==> src/hw/rtl/kvs_pkg.sv <==
// Shared types and codes of the key/value table.
`timescale 1ns / 1ps
package kvs_pkg;

  localparam int unsigned KeyW = 32;
  localparam int unsigned ValW = 32;

  typedef enum logic [1:0] {
    FN_LOOKUP = 2'd0,
    FN_STORE  = 2'd1,
    FN_DELETE = 2'd2
  } func_e;

  typedef enum logic [1:0] {
    ST_OK        = 2'd0,
    ST_NOT_FOUND = 2'd1,
    ST_FULL      = 2'd2
  } status_e;

  // One entry as read back from the table.
  typedef struct packed {
    logic            valid;
    logic [KeyW-1:0] key;
    logic [ValW-1:0] value;
  } entry_t;

  // Write controls from the sequencer to the table.
  typedef struct packed {
    logic en;
    logic valid;
    logic key_en;
    logic value_en;
  } wr_ctl_t;

  // Result word handed to the output register.
  typedef struct packed {
    status_e         status;
    logic [ValW-1:0] value;
  } resp_t;

endpackage

==> src/hw/rtl/kvs_table.sv <==
// Entry storage: valid marks, keys and values, one write port and one registered read port.
`timescale 1ns / 1ps
module kvs_table #(
  parameter int unsigned ENTRIES = 16,
  localparam int unsigned IW = (ENTRIES > 1) ? $clog2(ENTRIES) : 1
) (
  input  logic                   clk_i,
  input  logic [IW-1:0]          wr_addr_i,
  input  kvs_pkg::wr_ctl_t       wr_ctl_i,
  input  logic [kvs_pkg::KeyW-1:0] wr_key_i,
  input  logic [kvs_pkg::ValW-1:0] wr_value_i,
  input  logic [IW-1:0]          rd_addr_i,
  output kvs_pkg::entry_t        rd_data_o
);
  import kvs_pkg::*;

  logic            valid_mem [ENTRIES];
  logic [KeyW-1:0] key_mem   [ENTRIES];
  logic [ValW-1:0] value_mem [ENTRIES];

  always_ff @(posedge clk_i) begin
    if (wr_ctl_i.en) begin
      valid_mem[wr_addr_i] <= wr_ctl_i.valid;
      if (wr_ctl_i.key_en) begin
        key_mem[wr_addr_i] <= wr_key_i;
      end
      if (wr_ctl_i.value_en) begin
        value_mem[wr_addr_i] <= wr_value_i;
      end
    end
  end

  always_ff @(posedge clk_i) begin
    rd_data_o.valid <= valid_mem[rd_addr_i];
    rd_data_o.key   <= key_mem[rd_addr_i];
    rd_data_o.value <= value_mem[rd_addr_i];
  end

endmodule

==> src/hw/rtl/kvs_seq.sv <==
// Sequencer: clearing pass, linear key scan through one shared comparator, table update.
`timescale 1ns / 1ps
module kvs_seq #(
  parameter int unsigned ENTRIES = 16,
  localparam int unsigned IW = (ENTRIES > 1) ? $clog2(ENTRIES) : 1
) (
  input  logic                     clk_i,
  input  logic                     rst_ni,
  input  logic                     in_valid_i,
  output logic                     in_ready_o,
  input  logic [1:0]               func_i,
  input  logic [kvs_pkg::KeyW-1:0] key_i,
  input  logic [kvs_pkg::ValW-1:0] value_i,
  output logic                     resp_valid_o,
  input  logic                     resp_ready_i,
  output kvs_pkg::resp_t           resp_o,
  output logic [IW-1:0]            wr_addr_o,
  output kvs_pkg::wr_ctl_t         wr_ctl_o,
  output logic [kvs_pkg::KeyW-1:0] wr_key_o,
  output logic [kvs_pkg::ValW-1:0] wr_value_o,
  output logic [IW-1:0]            rd_addr_o,
  input  kvs_pkg::entry_t          rd_data_i
);
  import kvs_pkg::*;

  localparam logic [IW-1:0] Last = IW'(ENTRIES - 1);

  typedef enum logic [3:0] {
    S_CLEAR = 4'b0001,
    S_IDLE  = 4'b0010,
    S_SCAN  = 4'b0100,
    S_DONE  = 4'b1000
  } state_e;

  state_e          state_q, state_d;
  logic [IW-1:0]   idx_q, idx_d;
  logic            issue_done_q, issue_done_d;
  logic            rd_pend_q, rd_pend_d;
  logic [IW-1:0]   rd_idx_q, rd_idx_d;
  logic            hit_q, hit_d;
  logic [IW-1:0]   hit_idx_q, hit_idx_d;
  logic [ValW-1:0] hit_val_q, hit_val_d;
  logic            free_q, free_d;
  logic [IW-1:0]   free_idx_q, free_idx_d;
  func_e           func_q, func_d;
  logic [KeyW-1:0] key_q, key_d;
  logic [ValW-1:0] value_q, value_d;
  logic            key_match;

  // The one shared comparator
  assign key_match = rd_data_i.valid && (rd_data_i.key == key_q);

  assign in_ready_o = (state_q == S_IDLE);
  assign rd_addr_o  = idx_q;
  assign wr_key_o   = key_q;
  assign wr_value_o = value_q;

  always_comb begin
    state_d      = state_q;
    idx_d        = idx_q;
    issue_done_d = issue_done_q;
    rd_pend_d    = 1'b0;
    rd_idx_d     = rd_idx_q;
    hit_d        = hit_q;
    hit_idx_d    = hit_idx_q;
    hit_val_d    = hit_val_q;
    free_d       = free_q;
    free_idx_d   = free_idx_q;
    func_d       = func_q;
    key_d        = key_q;
    value_d      = value_q;
    wr_addr_o    = idx_q;
    wr_ctl_o     = '0;
    resp_valid_o = 1'b0;
    resp_o.status = ST_NOT_FOUND;
    resp_o.value  = '0;

    case (state_q)
      S_CLEAR: begin
        wr_ctl_o.en = 1'b1;
        if (idx_q == Last) begin
          idx_d   = '0;
          state_d = S_IDLE;
        end else begin
          idx_d = idx_q + IW'(1);
        end
      end

      S_IDLE: begin
        if (in_valid_i) begin
          func_d       = func_e'(func_i);
          key_d        = key_i;
          value_d      = value_i;
          idx_d        = '0;
          issue_done_d = 1'b0;
          hit_d        = 1'b0;
          free_d       = 1'b0;
          state_d      = S_SCAN;
        end
      end

      S_SCAN: begin
        // issue the next read while the previous entry is compared
        if (!issue_done_q) begin
          rd_pend_d = 1'b1;
          rd_idx_d  = idx_q;
          if (idx_q == Last) begin
            issue_done_d = 1'b1;
          end else begin
            idx_d = idx_q + IW'(1);
          end
        end
        if (rd_pend_q) begin
          if (key_match) begin
            hit_d     = 1'b1;
            hit_idx_d = rd_idx_q;
            hit_val_d = rd_data_i.value;
            rd_pend_d = 1'b0;
            state_d   = S_DONE;
          end else begin
            if (!rd_data_i.valid && !free_q) begin
              free_d     = 1'b1;
              free_idx_d = rd_idx_q;
            end
            if (rd_idx_q == Last) begin
              rd_pend_d = 1'b0;
              state_d   = S_DONE;
            end
          end
        end
      end

      S_DONE: begin
        resp_valid_o = 1'b1;
        wr_addr_o    = hit_q ? hit_idx_q : free_idx_q;
        case (func_q)
          FN_LOOKUP: begin
            if (hit_q) begin
              resp_o.status = ST_OK;
              resp_o.value  = hit_val_q;
            end
          end
          FN_STORE: begin
            if (hit_q || free_q) begin
              wr_ctl_o.en       = resp_ready_i;
              wr_ctl_o.valid    = 1'b1;
              wr_ctl_o.key_en   = !hit_q;
              wr_ctl_o.value_en = 1'b1;
              resp_o.status     = ST_OK;
              resp_o.value      = value_q;
            end else begin
              resp_o.status = ST_FULL;
            end
          end
          FN_DELETE: begin
            if (hit_q) begin
              wr_ctl_o.en   = resp_ready_i;
              resp_o.status = ST_OK;
              resp_o.value  = hit_val_q;
            end
          end
          default: begin
            resp_o.status = ST_NOT_FOUND;
          end
        endcase
        // hold until the output register can take the word
        if (resp_ready_i) begin
          state_d = S_IDLE;
        end
      end

      default: begin
        state_d = S_IDLE;
      end
    endcase
  end

  always_ff @(posedge clk_i or negedge rst_ni) begin
    if (!rst_ni) begin
      state_q      <= S_CLEAR;
      idx_q        <= '0;
      issue_done_q <= 1'b0;
      rd_pend_q    <= 1'b0;
      hit_q        <= 1'b0;
      free_q       <= 1'b0;
    end else begin
      state_q      <= state_d;
      idx_q        <= idx_d;
      issue_done_q <= issue_done_d;
      rd_pend_q    <= rd_pend_d;
      hit_q        <= hit_d;
      free_q       <= free_d;
    end
  end

  always_ff @(posedge clk_i) begin
    rd_idx_q   <= rd_idx_d;
    hit_idx_q  <= hit_idx_d;
    hit_val_q  <= hit_val_d;
    free_idx_q <= free_idx_d;
    func_q     <= func_d;
    key_q      <= key_d;
    value_q    <= value_d;
  end

  a_wr_only_clear_or_done: assert property (@(posedge clk_i) disable iff (!rst_ni)
    wr_ctl_o.en |-> (state_q == S_CLEAR) || (state_q == S_DONE))
    else $error("table written outside clearing pass or update step");

  a_fail_zero_value: assert property (@(posedge clk_i) disable iff (!rst_ni)
    resp_valid_o && (resp_o.status != ST_OK) |-> (resp_o.value == '0))
    else $error("non-zero value with a failing status");

  a_full_only_on_store: assert property (@(posedge clk_i) disable iff (!rst_ni)
    resp_valid_o && (resp_o.status == ST_FULL) |-> (func_q == FN_STORE) && !hit_q && !free_q)
    else $error("full reported without a store into a full table");

  a_scan_ends_in_done: assert property (@(posedge clk_i) disable iff (!rst_ni)
    (state_q == S_SCAN) && rd_pend_q && key_match |=> (state_q == S_DONE) && hit_q)
    else $error("key match did not end the scan");

endmodule

==> src/hw/rtl/key_value_store.sv <==
// Top level of the key/value table: sequencer, entry storage and output register.
`timescale 1ns / 1ps
// Associative table of ENTRIES 32-bit keys with 32-bit values. func_i selects lookup, store
// (insert or update) or delete; each word gives one result with status_o and result_value_o.
// Entries are scanned in order through a single key comparator fed by the one read port of
// the entry memory, one entry per cycle; the scan ends early when the key is found. Inserts
// take the lowest free entry. After reset the block clears the valid marks of all entries
// before in_ready_o first rises. A finished result sits in the output register, so the next
// word is taken while it waits.
module key_value_store #(
  parameter int unsigned ENTRIES = 16
) (
  input  logic        clk_i,
  input  logic        rst_ni,
  input  logic        in_valid_i,
  output logic        in_ready_o,
  input  logic [1:0]  func_i,
  input  logic [31:0] key_i,
  input  logic [31:0] value_i,
  output logic        out_valid_o,
  input  logic        out_ready_i,
  output logic [1:0]  status_o,
  output logic [31:0] result_value_o
);
  import kvs_pkg::*;

  localparam int unsigned IW = (ENTRIES > 1) ? $clog2(ENTRIES) : 1;

  logic            resp_valid, resp_ready;
  resp_t           resp;
  logic [IW-1:0]   wr_addr, rd_addr;
  wr_ctl_t         wr_ctl;
  logic [KeyW-1:0] wr_key;
  logic [ValW-1:0] wr_value;
  entry_t          rd_data;
  logic            out_valid_q, out_valid_d;
  resp_t           out_q;

  kvs_seq #(.ENTRIES(ENTRIES)) u_seq (
    .clk_i,
    .rst_ni,
    .in_valid_i,
    .in_ready_o,
    .func_i,
    .key_i,
    .value_i,
    .resp_valid_o (resp_valid),
    .resp_ready_i (resp_ready),
    .resp_o       (resp),
    .wr_addr_o    (wr_addr),
    .wr_ctl_o     (wr_ctl),
    .wr_key_o     (wr_key),
    .wr_value_o   (wr_value),
    .rd_addr_o    (rd_addr),
    .rd_data_i    (rd_data)
  );

  kvs_table #(.ENTRIES(ENTRIES)) u_table (
    .clk_i,
    .wr_addr_i  (wr_addr),
    .wr_ctl_i   (wr_ctl),
    .wr_key_i   (wr_key),
    .wr_value_i (wr_value),
    .rd_addr_i  (rd_addr),
    .rd_data_o  (rd_data)
  );

  // output register: load when empty or being drained
  assign resp_ready  = !out_valid_q || out_ready_i;
  assign out_valid_d = (resp_valid && resp_ready) || (out_valid_q && !out_ready_i);

  always_ff @(posedge clk_i or negedge rst_ni) begin
    if (!rst_ni) begin
      out_valid_q <= 1'b0;
    end else begin
      out_valid_q <= out_valid_d;
    end
  end

  always_ff @(posedge clk_i) begin
    if (resp_valid && resp_ready) begin
      out_q <= resp;
    end
  end

  assign out_valid_o    = out_valid_q;
  assign status_o       = out_q.status;
  assign result_value_o = out_q.value;

endmodule
==> config.mk <==
export PLATFORM = sky130hd
export DESIGN_NAME = key_value_store
export DESIGN_NICKNAME = d
export VERILOG_FILES = /design/src/hw/rtl/kvs_pkg.sv /design/src/hw/rtl/kvs_table.sv /design/src/hw/rtl/kvs_seq.sv /design/src/hw/rtl/key_value_store.sv
export SDC_FILE = /design/constraint.sdc
export NUM_CORES = 1
export LEC_CHECK = 0
export ABC_AREA = 1
export BUFFER_PORTS_ARGS = -buffer_cell sky130_fd_sc_hd__buf_2
export CORE_ASPECT_RATIO = 1.4
export CORE_MARGIN = 3
export CORE_UTILIZATION = 53
export DETAILED_ROUTE_END_ITERATION = 8
export GPL_ROUTABILITY_DRIVEN = 0
export PLACE_DENSITY = 0.69
export SYNTH_ARGS = -nofsm -noshare
export SYNTH_HDL_FRONTEND = slang
export SYNTH_HIERARCHICAL = 1
export SYNTH_SLANG_ARGS = --single-unit
==> constraint.sdc <==
create_clock -name clk_i -period 4 [get_ports clk_i]
set_input_delay 0.8 -clock clk_i [delete_from_list [all_inputs] [get_ports clk_i]]
set_output_delay 0.8 -clock clk_i [all_outputs]
set_load 0.03 [all_outputs]
==> impl_metrics.ini <==
[run_status]
status = finished, final reports clean

[clocking]
cts_buffers = 117
post-cts-setup-buffers = 0
cts-htree-levels = 3
cts.sinks = 1262
cts_tree = done
root_buffer = clkbuf_16
path_clk_slew_ns = 0.07
clk_latency_ns = 0.72
clk_path_buf_depth = 3

[global_route]
grt_max_degree = 210
grt_pass1_wl_um = 196000
antenna_found_initial = 2
grt_pass1_vias = 33600
grt_overflow = 0
grt_usage_pct = 24.9

[final_layout]
final_cell_mix = nand2_1 (1510), edfxtp_1 (1184), nand3_1 (861), inv_1 (853), clkbuf_16 (120)
register_area_um2 = 37200
multi_input_comb_area_um2 = 11300
stdcell_count = 6417
area_growth_syn_to_layout_pct = 10.9
diodes = 0
final_nets = 5078
final_cell_area_um2 = 58800
final_layout_size_suffix_gt1_share_pct = 9.44
fillers = 7867
mostFrequentLayoutCell = nand2_1

[critical_path]
reg2reg_from = u_seq/state_q[1]
critPathCaptureType = flip-flop
cpLargestDelayFamily = simple AND/OR/NAND/NOR gates
critPathMaxFanout = 19
critPathSlowestCell = nor2_4
crit_chain = inv_2, nand2_1, nor3_4, nor2_1, a31oi_1, inv_1, nor2_1, nand2_1, nor2_4, buf_12
critPathArrivalTime_ns = 3.52
cp-start-kind = flip-flop
slowest_delay_ns = 0.58
cp.required_ns = 4.38
crit_type = reg2reg
crit_start = u_seq/state_q[1]
path_buf_inv = 3

[synthesis]
avgSynthCellArea_um2 = 10.8
synth_enable_flop_cells = 1184
syn_inst = 4929
synth_cell_type_count = 39
syn_area_um2 = 53000
ys_ff_latch = 1262
yosysWarnings = 6
yosys.area.top_type = edfxtp_1
ys.flop_type = edfxtp_1
synthArstFlopShare_pct = 1.03
synthTopCellsByArea = edfxtp_1 (67%), nand2_1 (11%), nand3_1 (8.1%)
ys_seq_area_share_pct = 70.1
synth.top_cell.area_share_pct = 67.0
synthesis.nets = 5004

[run]
cap_viol_max_count = 0

[floorplanning]
fp-row-count = 136
die-height_um = 380
pin_count = 106
die_x_um = 273
dieArea_um2 = 104000
core_um2 = 98700
start_util_pct = 53.7

[timing]
slew_violations = 0
skew_ns = 0.0327
relSlewSlack_pct = 24.6
rsz0062_at_grt = false
post-route-period-util_pct = 78.3
fmax_ghz = 0.319
period_needed_ns = 3.13
setup_tns_ns = 0
worstMarginPinSlew_ns = 1.13
hold_viol = 0
setup_viol = 0
holdWs_ns = 0.254

[drt]
avgViaCountPerCell = 5.35
routed_wl_um = 130000
drc = 0
detail_route.wl_per_cell_um = 20.2
drt_first_pass_iters = 6
drtIter0Drc = 3347
postRouteAntennaNets = 0
via_count = 34300

[pwr]
total_power_mw = 39.6
p_per_area_nw_per_um2 = 673
peakVddDrop_mv = 0.633
leakagePower_nw = 24.4

[placed_design]
placed_area_um2 = 54900
io_buffers = 105
placedCellCount = 6194
hpwlAfterDp_um = 68200

[hold_path]
hp-start = key_i[13]
hp-class = in2reg
## cell families (layout without fill, tap and decap cells)
| family | count (synthesis) | in the layout | share of synthesized area [%] |
|---|---|---|---|
| flops | 1262 | 1262 | 70.1 |
| compound gates | 50 | 50 | 0.719 |
| simple gates | 2505 | 2505 | 20.0 |
| xor+xnor | 3 | 3 | 0.0495 |
| buf+inv | 1104 | 1281 | 9.01 |
| fa+ha+maj | 5 | 5 | 0.118 |
## Yosys cell counts (4+ instances only)
| cell | count |
|---|---|
| dfxtp_1 | 65 |
| clkbuf_1 | 48 |
| dfrtp_1 | 12 |
| nor2_1 | 97 |
| a21oi_2 | 30 |
| buf_4 | 23 |
| nor3_1 | 6 |
| nand2_1 | 1510 |
| a21oi_1 | 7 |
| ha_1 | 5 |
| buf_2 | 104 |
| a31oi_1 | 5 |
| or2_2 | 8 |
| o21ai_0 | 4 |
| inv_1 | 855 |
| inv_2 | 6 |
| buf_1 | 12 |
| nand4_1 | 7 |
| buf_6 | 52 |
| nand3_1 | 861 |
| edfxtp_1 | 1184 |
## registers in the layout, indices dropped and copies added, names as in the netlist, 16 cells and up
register	flops
u_table/rd_data_o	65
u_seq/hit_val_q	32
u_seq/wr_value_o	32
result_value_o	32
u_table/valid_mem	16
u_seq/wr_key_o	32
u_table/value_mem	512
u_table/key_mem	512
## power breakdown
part           leakage [nW]  total [mW]  internal, mW  switching, mW
Sequential             11.4        17.4          16.3           1.13
Combinational          11.2        10.9          3.01           7.91
Clock                  1.90        11.2          6.41           4.84
Total                  24.4        39.6          25.7           13.9
## layout make-up
type / instances / share of cell area (%)
Sequential cell: 1262 / 63.3
Clock buffer: 147 / 5.40
Multi-Input combinational cell: 2563 / 19.3
Timing Repair Buffer: 195 / 2.43
Tap cell: 1311 / 2.79
Clock inverter: 75 / 1.25
Inverter: 864 / 5.57
## stage by stage
stage	util (%)	setup slack, ns
global placement	55.6	0.798
global route	59.6	0.696
finish	59.6	0.867
floorplan	-	0.669
CTS	59.6	0.878
detailed placement	55.6	0.778
## repair_timing
| item | 4_1_cts | 5_1_grt |
|---|---|---|
| resized for setup | 0 | 0 |
| hold buffers | 1 | 0 |
| hold endpoints to repair | 12 | 0 |
## worst paths after layout
| path | to | slack (ns) | cells past startpoint |
|---|---|---|---|
| worst max-delay path | u_table/key_mem[5][21] | 0.87 | 10 |
| worst min-delay path | u_seq/wr_key_o[13] | 0.25 | 1 |
| worst max register to register | u_table/key_mem[5][21] | 0.87 | 10 |
| worst min register to register | u_seq/hit_val_q[6] | 0.40 | 0 |
| max in group asynchronous | u_seq/state_q[0] | 3.16 | 2 |
| min in group asynchronous | out_valid_o | 0.53 | 2 |
## routing by layer
layer	track usage (%)	share of wire (%)
met4	11.3	4.2
met5	0	0
met2	44.3	52
met1	30.3	37
met3	3.07	6.7
No activity file was read; power rests on OpenSTA's default activity.
